`src/pcaw_pkg.sv`:
```
// Shared types and constants for the PID controller with clamp anti-windup.
// Used by pcaw_cfg, pcaw_mul and pid_controller_clamp_antiwindup.
// No dependencies.
package pcaw_pkg;

    // Field and datapath widths
    localparam int DATA_W  = 16;
    localparam int ERR_W   = DATA_W + 1;
    localparam int DIFF_W  = ERR_W + 1;
    localparam int INTEG_W = 48;
    localparam int DERIV_W = 34;
    localparam int MUL_W   = 18;
    localparam int PROD_W  = 2 * MUL_W;
    localparam int SUM_W   = 52;
    localparam int CFG_IDX_W = 3;

    // Register indexes
    localparam logic [CFG_IDX_W-1:0] REG_GAIN_P    = 3'd0;
    localparam logic [CFG_IDX_W-1:0] REG_GAIN_I    = 3'd1;
    localparam logic [CFG_IDX_W-1:0] REG_GAIN_D    = 3'd2;
    localparam logic [CFG_IDX_W-1:0] REG_DRIVE_MIN = 3'd3;
    localparam logic [CFG_IDX_W-1:0] REG_DRIVE_MAX = 3'd4;
    localparam logic [CFG_IDX_W-1:0] REG_STEP_TIME = 3'd5;
    localparam logic [CFG_IDX_W-1:0] REG_STEP_RATE = 3'd6;

    // Reset values and substitutes for a zero period
    localparam logic [DATA_W-1:0] STEP_TIME_DEFAULT = 16'd66;
    localparam logic [DATA_W-1:0] STEP_RATE_DEFAULT = 16'd1000;
    localparam logic [DATA_W-1:0] DRIVE_MIN_RESET   = 16'h8000;
    localparam logic [DATA_W-1:0] DRIVE_MAX_RESET   = 16'h7FFF;

    // Saturation limits of the integral
    localparam logic signed [INTEG_W-1:0] INTEG_MAX = {1'b0, {(INTEG_W-1){1'b1}}};
    localparam logic signed [INTEG_W-1:0] INTEG_MIN = {1'b1, {(INTEG_W-1){1'b0}}};

    // Current register contents; the periods already have zero replaced
    typedef struct packed {
        logic signed [DATA_W-1:0] gain_p;
        logic signed [DATA_W-1:0] gain_i;
        logic signed [DATA_W-1:0] gain_d;
        logic signed [DATA_W-1:0] drive_min;
        logic signed [DATA_W-1:0] drive_max;
        logic [DATA_W-1:0]        step_time;
        logic [DATA_W-1:0]        step_rate;
    } cfg_t;

    // Sequencer steps: each ST_MUL_* step issues one product to the shared multiplier
    typedef enum logic [3:0] {
        ST_IDLE,
        ST_MUL_I,
        ST_MUL_D,
        ST_MUL_P,
        ST_MUL_I0,
        ST_MUL_I1,
        ST_MUL_I2,
        ST_MUL_D0,
        ST_MUL_D1,
        ST_SUM,
        ST_CLAMP,
        ST_FINISH
    } state_t;

endpackage

```
`src/pcaw_cfg.sv`:
```
// Configuration register file of the PID controller.
// Depends on pcaw_pkg for the register indexes, reset values and cfg_t.
module pcaw_cfg
(
    input  logic                            clk,
    input  logic                            rst_n,
    input  logic                            cfg_we,
    input  logic [pcaw_pkg::CFG_IDX_W-1:0]  cfg_index,
    input  logic [pcaw_pkg::DATA_W-1:0]     cfg_data,
    output pcaw_pkg::cfg_t                  cfg
);

    logic [pcaw_pkg::DATA_W-1:0] gain_p_reg;
    logic [pcaw_pkg::DATA_W-1:0] gain_i_reg;
    logic [pcaw_pkg::DATA_W-1:0] gain_d_reg;
    logic [pcaw_pkg::DATA_W-1:0] drive_min_reg;
    logic [pcaw_pkg::DATA_W-1:0] drive_max_reg;
    logic [pcaw_pkg::DATA_W-1:0] step_time_reg;
    logic [pcaw_pkg::DATA_W-1:0] step_rate_reg;

    // Register writes; an index past the last register is ignored.
    always_ff @(posedge clk or negedge rst_n)
    begin
        if (!rst_n)
        begin
            gain_p_reg    <= '0;
            gain_i_reg    <= '0;
            gain_d_reg    <= '0;
            drive_min_reg <= pcaw_pkg::DRIVE_MIN_RESET;
            drive_max_reg <= pcaw_pkg::DRIVE_MAX_RESET;
            step_time_reg <= pcaw_pkg::STEP_TIME_DEFAULT;
            step_rate_reg <= pcaw_pkg::STEP_RATE_DEFAULT;
        end
        else if (cfg_we)
        begin
            case (cfg_index)
                pcaw_pkg::REG_GAIN_P:    gain_p_reg    <= cfg_data;
                pcaw_pkg::REG_GAIN_I:    gain_i_reg    <= cfg_data;
                pcaw_pkg::REG_GAIN_D:    gain_d_reg    <= cfg_data;
                pcaw_pkg::REG_DRIVE_MIN: drive_min_reg <= cfg_data;
                pcaw_pkg::REG_DRIVE_MAX: drive_max_reg <= cfg_data;
                pcaw_pkg::REG_STEP_TIME: step_time_reg <= cfg_data;
                pcaw_pkg::REG_STEP_RATE: step_rate_reg <= cfg_data;
                default: ;
            endcase
        end
    end

    // A zero period stands for the one-millisecond default.
    always_comb
    begin
        cfg.gain_p    = gain_p_reg;
        cfg.gain_i    = gain_i_reg;
        cfg.gain_d    = gain_d_reg;
        cfg.drive_min = drive_min_reg;
        cfg.drive_max = drive_max_reg;
        cfg.step_time = (step_time_reg == '0) ? pcaw_pkg::STEP_TIME_DEFAULT : step_time_reg;
        cfg.step_rate = (step_rate_reg == '0) ? pcaw_pkg::STEP_RATE_DEFAULT : step_rate_reg;
    end

endmodule

```
`src/pcaw_mul.sv`:
```
// Shared signed multiplier with a registered product.
// Depends on pcaw_pkg for the operand and product widths.
module pcaw_mul
(
    input  logic                                clk,
    input  logic signed [pcaw_pkg::MUL_W-1:0]   op_a,
    input  logic signed [pcaw_pkg::MUL_W-1:0]   op_b,
    output logic signed [pcaw_pkg::PROD_W-1:0]  prod
);

    logic signed [pcaw_pkg::PROD_W-1:0] prod_reg;

    // One product per cycle, registered before any further use.
    always_ff @(posedge clk)
    begin
        prod_reg <= op_a * op_b;
    end

    assign prod = prod_reg;

endmodule

```
`src/pid_controller_clamp_antiwindup.sv`:
```
// PID controller with clamp-based anti-windup: one result per transfer of a
// target and sample. An item is taken only while the block is idle, so a new
// sample is not taken before the result of the last one has been loaded into
// the output register. Each item runs through the eight products that all
// pass, one per cycle, through the single 18x18 multiplier,
// plus a step that adds the last registered product, a clamp step and the
// output load.
// A finished result waits in the output register while drive is stalled;
// the block holds its last step until that register is free.
// Depends on pcaw_pkg, pcaw_cfg and pcaw_mul.
module pid_controller_clamp_antiwindup
(
    input  logic                                clk,
    input  logic                                rst_n,
    // Configuration write port
    input  logic                                cfg_we,
    input  logic [pcaw_pkg::CFG_IDX_W-1:0]      cfg_index,
    input  logic [pcaw_pkg::DATA_W-1:0]         cfg_data,
    // Input channel
    input  logic                                in_valid,
    output logic                                in_stall,
    input  logic signed [pcaw_pkg::DATA_W-1:0]  target,
    input  logic signed [pcaw_pkg::DATA_W-1:0]  sample,
    // Output channel
    output logic                                out_valid,
    input  logic                                out_stall,
    output logic signed [pcaw_pkg::DATA_W-1:0]  drive,
    output logic                                hit_high,
    output logic                                hit_low
);

    localparam int DW = pcaw_pkg::DATA_W;
    localparam int MW = pcaw_pkg::MUL_W;
    localparam int SW = pcaw_pkg::SUM_W;
    localparam int IW = pcaw_pkg::INTEG_W;
    localparam int LIMB_W = 16;
    localparam int DLO_W = pcaw_pkg::DERIV_W / 2;

    pcaw_pkg::cfg_t   cfg;
    pcaw_pkg::state_t state_reg, state_next;

    logic signed [pcaw_pkg::ERR_W-1:0]   err_reg, err_next;
    logic signed [pcaw_pkg::DIFF_W-1:0]  diff_reg, diff_next;
    logic signed [pcaw_pkg::ERR_W-1:0]   last_err_reg, last_err_next;
    logic                                first_reg, first_next;
    logic signed [IW-1:0]                acc_reg, acc_next;
    logic signed [IW-1:0]                integ_reg, integ_next;
    logic signed [pcaw_pkg::DERIV_W-1:0] deriv_reg, deriv_next;
    logic signed [SW-1:0]                sum_reg, sum_next;
    logic                                sat_hi_reg, sat_hi_next;
    logic                                sat_lo_reg, sat_lo_next;
    logic signed [DW-1:0]                val_reg, val_next;
    logic                                out_valid_reg, out_valid_next;
    logic signed [DW-1:0]                drive_reg, drive_next;
    logic                                hit_high_reg, hit_high_next;
    logic                                hit_low_reg, hit_low_next;

    logic signed [MW-1:0]                op_a;
    logic signed [MW-1:0]                op_b;
    logic signed [pcaw_pkg::PROD_W-1:0]  prod;
    logic signed [SW-1:0]                prod_ext;
    logic signed [IW:0]                  integ_sum;
    logic signed [SW-1:0]                lim_hi;
    logic signed [SW-1:0]                lim_lo;
    logic signed [SW-1:0]                rounded;
    logic                                err_pos;
    logic                                err_neg;
    logic                                out_free;
    logic                                in_xfer;

    pcaw_cfg u_cfg
    (
        .clk       (clk),
        .rst_n     (rst_n),
        .cfg_we    (cfg_we),
        .cfg_index (cfg_index),
        .cfg_data  (cfg_data),
        .cfg       (cfg)
    );

    pcaw_mul u_mul
    (
        .clk  (clk),
        .op_a (op_a),
        .op_b (op_b),
        .prod (prod)
    );

    assign in_stall  = (state_reg != pcaw_pkg::ST_IDLE);
    assign in_xfer   = in_valid && !in_stall;
    assign out_free  = !out_valid_reg || !out_stall;
    assign out_valid = out_valid_reg;
    assign drive     = drive_reg;
    assign hit_high  = hit_high_reg;
    assign hit_low   = hit_low_reg;

    // Shared helpers: the extended product, the integral sum and the limits.
    assign prod_ext  = SW'(prod);
    assign integ_sum = (IW + 1)'(acc_reg) + (IW + 1)'(prod);
    assign lim_hi    = SW'(cfg.drive_max) <<< 8;
    assign lim_lo    = SW'(cfg.drive_min) <<< 8;
    assign rounded   = sum_reg + SW'(128);
    assign err_pos   = !err_reg[pcaw_pkg::ERR_W-1] && (err_reg != '0);
    assign err_neg   = err_reg[pcaw_pkg::ERR_W-1];

    // Multiplier operands for the product issued in each step.
    always_comb
    begin
        op_a = '0;
        op_b = '0;
        case (state_reg)
            pcaw_pkg::ST_MUL_I:
            begin
                op_a = MW'(err_reg);
                op_b = MW'({1'b0, cfg.step_time});
            end
            pcaw_pkg::ST_MUL_D:
            begin
                op_a = first_reg ? '0 : MW'(diff_reg);
                op_b = MW'({1'b0, cfg.step_rate});
            end
            pcaw_pkg::ST_MUL_P:
            begin
                op_a = MW'(err_reg);
                op_b = MW'(cfg.gain_p);
            end
            pcaw_pkg::ST_MUL_I0:
            begin
                op_a = MW'({1'b0, integ_reg[LIMB_W-1:0]});
                op_b = MW'(cfg.gain_i);
            end
            pcaw_pkg::ST_MUL_I1:
            begin
                op_a = MW'({1'b0, integ_reg[2*LIMB_W-1:LIMB_W]});
                op_b = MW'(cfg.gain_i);
            end
            pcaw_pkg::ST_MUL_I2:
            begin
                op_a = MW'($signed(integ_reg[IW-1:2*LIMB_W]));
                op_b = MW'(cfg.gain_i);
            end
            pcaw_pkg::ST_MUL_D0:
            begin
                op_a = MW'({1'b0, deriv_reg[DLO_W-1:0]});
                op_b = MW'(cfg.gain_d);
            end
            pcaw_pkg::ST_MUL_D1:
            begin
                op_a = MW'($signed(deriv_reg[pcaw_pkg::DERIV_W-1:DLO_W]));
                op_b = MW'(cfg.gain_d);
            end
            default: ;
        endcase
    end

    // Sequencer: each step from ST_MUL_D to ST_SUM consumes the product issued by the step before.
    always_comb
    begin
        state_next     = state_reg;
        err_next       = err_reg;
        diff_next      = diff_reg;
        last_err_next  = last_err_reg;
        first_next     = first_reg;
        acc_next       = acc_reg;
        integ_next     = integ_reg;
        deriv_next     = deriv_reg;
        sum_next       = sum_reg;
        sat_hi_next    = sat_hi_reg;
        sat_lo_next    = sat_lo_reg;
        val_next       = val_reg;
        out_valid_next = out_valid_reg;
        drive_next     = drive_reg;
        hit_high_next  = hit_high_reg;
        hit_low_next   = hit_low_reg;

        // The downstream side takes the waiting result.
        if (out_valid_reg && !out_stall)
        begin
            out_valid_next = 1'b0;
        end

        case (state_reg)
            pcaw_pkg::ST_IDLE:
            begin
                if (in_xfer)
                begin
                    err_next   = pcaw_pkg::ERR_W'(target) - pcaw_pkg::ERR_W'(sample);
                    diff_next  = pcaw_pkg::DIFF_W'(err_next)
                               - pcaw_pkg::DIFF_W'(last_err_reg);
                    state_next = pcaw_pkg::ST_MUL_I;
                end
            end
            pcaw_pkg::ST_MUL_I:
            begin
                state_next = pcaw_pkg::ST_MUL_D;
            end
            pcaw_pkg::ST_MUL_D:
            begin
                // Tentative integral, saturated to 48 bits.
                if (integ_sum[IW] != integ_sum[IW-1])
                begin
                    integ_next = integ_sum[IW] ? pcaw_pkg::INTEG_MIN : pcaw_pkg::INTEG_MAX;
                end
                else
                begin
                    integ_next = integ_sum[IW-1:0];
                end
                state_next = pcaw_pkg::ST_MUL_P;
            end
            pcaw_pkg::ST_MUL_P:
            begin
                deriv_next = prod[pcaw_pkg::DERIV_W-1:0];
                state_next = pcaw_pkg::ST_MUL_I0;
            end
            pcaw_pkg::ST_MUL_I0:
            begin
                // Proportional term starts the sum.
                sum_next   = prod_ext;
                state_next = pcaw_pkg::ST_MUL_I1;
            end
            pcaw_pkg::ST_MUL_I1:
            begin
                // Low limb of the integral product, floored to Q.8.
                sum_next   = sum_reg + (prod_ext >>> LIMB_W);
                state_next = pcaw_pkg::ST_MUL_I2;
            end
            pcaw_pkg::ST_MUL_I2:
            begin
                sum_next   = sum_reg + prod_ext;
                state_next = pcaw_pkg::ST_MUL_D0;
            end
            pcaw_pkg::ST_MUL_D0:
            begin
                sum_next   = sum_reg + (prod_ext <<< LIMB_W);
                state_next = pcaw_pkg::ST_MUL_D1;
            end
            pcaw_pkg::ST_MUL_D1:
            begin
                sum_next   = sum_reg + prod_ext;
                state_next = pcaw_pkg::ST_SUM;
            end
            pcaw_pkg::ST_SUM:
            begin
                sum_next   = sum_reg + (prod_ext <<< DLO_W);
                state_next = pcaw_pkg::ST_CLAMP;
            end
            pcaw_pkg::ST_CLAMP:
            begin
                // Clamp with the high limit winning, then the windup decision.
                sat_hi_next = sum_reg > lim_hi;
                sat_lo_next = sum_reg < lim_lo;
                if (sat_hi_next)
                begin
                    val_next = cfg.drive_max;
                end
                else if (sat_lo_next)
                begin
                    val_next = cfg.drive_min;
                end
                else
                begin
                    val_next = rounded[DW+7:8];
                end
                if (!((sat_hi_next && err_pos) || (sat_lo_next && err_neg)))
                begin
                    acc_next = integ_reg;
                end
                last_err_next = err_reg;
                first_next    = 1'b0;
                state_next    = pcaw_pkg::ST_FINISH;
            end
            pcaw_pkg::ST_FINISH:
            begin
                if (out_free)
                begin
                    out_valid_next = 1'b1;
                    drive_next     = val_reg;
                    hit_high_next  = sat_hi_reg;
                    hit_low_next   = sat_lo_reg;
                    state_next     = pcaw_pkg::ST_IDLE;
                end
            end
            default:
            begin
                state_next = pcaw_pkg::ST_IDLE;
            end
        endcase
    end

    // Control state and controller history.
    always_ff @(posedge clk or negedge rst_n)
    begin
        if (!rst_n)
        begin
            state_reg     <= pcaw_pkg::ST_IDLE;
            out_valid_reg <= 1'b0;
            acc_reg       <= '0;
            last_err_reg  <= '0;
            first_reg     <= 1'b1;
        end
        else
        begin
            state_reg     <= state_next;
            out_valid_reg <= out_valid_next;
            acc_reg       <= acc_next;
            last_err_reg  <= last_err_next;
            first_reg     <= first_next;
        end
    end

    // Working and output payload registers.
    always_ff @(posedge clk)
    begin
        err_reg      <= err_next;
        diff_reg     <= diff_next;
        integ_reg    <= integ_next;
        deriv_reg    <= deriv_next;
        sum_reg      <= sum_next;
        sat_hi_reg   <= sat_hi_next;
        sat_lo_reg   <= sat_lo_next;
        val_reg      <= val_next;
        drive_reg    <= drive_next;
        hit_high_reg <= hit_high_next;
        hit_low_reg  <= hit_low_next;
    end

endmodule

```
`config.mk`:
```
export PLATFORM = sky130hd
export DESIGN_NAME = pid_controller_clamp_antiwindup
export DESIGN_NICKNAME = d
export VERILOG_FILES = /design/src/pcaw_pkg.sv /design/src/pcaw_cfg.sv /design/src/pcaw_mul.sv /design/src/pid_controller_clamp_antiwindup.sv
export SDC_FILE = /design/constraint.sdc
export NUM_CORES = 2
export LEC_CHECK = 0
export BUFFER_PORTS_ARGS = -buffer_cell sky130_fd_sc_hd__buf_4
export CAP_MARGIN = 30
export CORE_UTILIZATION = 45
export CTS_CLUSTER_SIZE = 20
export DETAILED_ROUTE_END_ITERATION = 8
export GPL_ROUTABILITY_DRIVEN = 0
export PLACE_DENSITY_LB_ADDON = 0.2
export SETUP_SLACK_MARGIN = 0.05
export SKIP_CTS_REPAIR_TIMING = 1
export SLEW_MARGIN = 25
export SYNTH_ARGS = -nofsm -noshare
export SYNTH_HDL_FRONTEND = slang
export SYNTH_SLANG_ARGS = --single-unit
```
`constraint.sdc`:
```
create_clock -name clk -period 14.7 [get_ports clk]
set_input_delay 2.94 -clock clk [delete_from_list [all_inputs] [get_ports clk]]
set_output_delay 2.94 -clock clk [all_outputs]
set_load 0.005 [all_outputs]
```
==> impl_metrics.yaml <==
run_status:
  status: "completed"
yosys:
  syn-num-nets: 5182
  synth.distinct_cells: 99
  netlist.area_leader.share_pct: 16.1
  synthMuxAreaShare_pct: 5.16
  async_flop_share_pct: 43.2
  synth_top_flop_cell: "edfxtp_1"
  synth_top_family_by_area: "adder cells"
  ys_warn_count: 0
  ys_ff_latch: 424
  synth_fa_ha_area_share_pct: 27.5
  synthCells: 4409
  synth-compound-area-share_pct: 16.1
  syn_area_mm2: 0.0418
  yosys.area_share.simple_pct: 13.1
  seq_area_frac_synth_pct: 27.5
  netlist.top_cell.by_area: "fa_1"
  avgSynthCellArea_um2: 9.49
  synth.top_cells.by_area: "fa_1, edfxtp_1, ha_1"
  synth_xor_area_share_pct: 4.29
  synth_edf_count: 205
sta:
  clock.fmax_mhz: 108
  relSlewSlack_pct: 34.2
  slew_violations: 0
  setup_violations: 0
  grt_setup_unrepaired: "no"
  worst_pin_slew_ns: 0.983
  min_period_ns: 9.29
  period_share_pct: 63.2
  skew_ns: 0.0363
  hold_viol: 0
  setup_tns_ns: 0
floorplan:
  core_region_area_mm2: 0.0919
  dieArea_mm2: 0.0942
  io_pins: 76
  rows: 111
  dieWidth_um: 307
  start_util_pct: 45.5
  die_y_um: 307
layout:
  final_common_cell: "inv_1"
  regArea_mm2: 0.0115
  multi_input_area_mm2: 0.0278
  largest_reg_flops: 52
  area_delta_synth_final_pct: 8.91
  fin_nets: 5208
  layout_common_cells: "inv_1, nand2_1, ha_1"
  layout-drive-gt1-share_pct: 10.7
  fillers: 8720
  finalCoreUtilization_pct: 49.6
clock_network:
  clock_latency_ns: 0.62
  cts_tree: "yes"
  clock-sinks: 424
  path_clk_slew_ns: 0.06
  cts-root-buf: "clkbuf_16"
  numCtsBuffers: 50
  cts.htree.levels: 2
  cts_buffer_depth: 3
global_routing:
  grt_pass1_wl_um: 195000
  antenna_found_initial: 1
  grt_overflow: 0
  grt_use_total_pct: 26.9
  grt_max_degree: 86
  grt_pass1_vias: 32500
worst_setup_path:
  worst_ep_required_time_ns: 15.20
  arrival_ns: 9.79
  crit_top_cell: "fa_1"
  cp_slowest_cell: "fa_1"
  startpoint_type: "register"
  crit_type: "register to register"
  cpLargestDelayFamily: "adder cells"
  worstPathMaxFanout: 17
  cp-end-kind: "register"
  slowest_delay_ns: 0.74
  crit_chain: "nand2b_1 -> or2_2 -> nand2_1 -> nand2_1 -> nand3_1 -> and2_1 -> fa_1 -> fa_1 -> ha_1 -> inv_1 -> fa_1 -> inv_1 -> fa_1 -> inv_1 -> fa_1 -> inv_1 -> ha_1 -> a21o_1 -> a221oi_1 -> a21oi_1 -> a211oi_1 -> a21oi_1 -> xor2_1"
  path_buf_inv: 4
place:
  dpl.hpwl_um: 95400
  io_buffers: 75
drt:
  postRouteAntennaNets: 0
  viasPerCell: 5.76
  wl_um: 125000
  wl_per_cell_um: 21.9
  remaining_drc_errors: 0
  first_pass_iters: 6
  vias: 33000
  drtIter0Drc: 2682
flow_run:
  maxCapViolCount: 0
hold_path:
  min_path_type: "register to register"
## path summary, 6_finish.rpt
path / startpoint / end / slack, ns / cells after the start
max: state_reg[3]$_DFFE_PN0P_ / u_mul.prod[33]$_DFF_P_ / 5.41 / 23
min: val_reg[6]$_DFFE_PP_ / drive[6]$_DFFE_PP_ / 0.41 / 0
max reg2reg: state_reg[3]$_DFFE_PN0P_ / u_mul.prod[33]$_DFF_P_ / 5.41 / 23
min reg2reg: val_reg[6]$_DFFE_PP_ / drive[6]$_DFFE_PP_ / 0.41 / 0
max in group asynchronous: rst_n / u_cfg.step_time_reg[0]$_DFFE_PN0P_ / 10.43 / 3
min in group asynchronous: rst_n / u_cfg.drive_max_reg[15]$_DFFE_PN0P_ / 2.39 / 1
## cell usage after synthesis, types with 34 or more instances
master,number
edfxtp_1,205
o21ai_0,217
inv_1,540
a22oi_1,37
nand3_1,86
dfxtp_1,36
nor2_1,323
nor2b_1,34
nand4_1,61
a21o_1,149
fa_1,336
ha_1,381
nor3_1,58
a31oi_1,36
nand2_1,381
and3_1,38
a21oi_1,262
xnor2_1,145
dfrtp_1,158
nand2b_1,39
clkbuf_1,132
xor2_1,60
mux2_2,147
## layer usage
metal,wire (um),global-route usage [%],up-vias
met5,13,0,-
met1,55900,38.0,16200
met3,8540,3.49,193
met4,4060,8.08,2
li1,-,-,15500
met2,56500,43.1,1062
## through the flow
stage	setup WS [ns]	instance area [um^2]	hold WS, ns	std cells
floorplan	5.65	41800	0.400	4409
global route	4.80	45600	0.412	5720
detailed placement	5.46	43900	0.405	5622
global placement	5.56	43800	0.402	5619
finish	5.41	45600	0.413	5721
CTS	5.43	45500	0.416	5716
## layout make-up
class / instances / area share [%]
diodes: 1 / 0.00549
clock buffers: 75 / 3.25
clock inverters: 19 / 0.354
inverters: 540 / 4.45
multi-input cells: 3284 / 61.0
flip-flops and latches: 424 / 25.2
well taps: 1243 / 3.41
repair buffers: 135 / 2.30
## cell families (layout without fill, tap and decap cells)
group,count (synthesis),count (layout)
buffers and inverters,701,769
AND/OR/NAND/NOR,1161,1161
XOR/XNOR,205,205
other,0,1
adder cells (fa/ha/maj),717,717
flip-flops,424,424
AO/OA/AOI/OAI,1014,1014
multiplexers,187,187
Power is left out: the tool's default activity adds up to more than one toggle a clock period on the data nets, which glitch-free logic cannot reach.
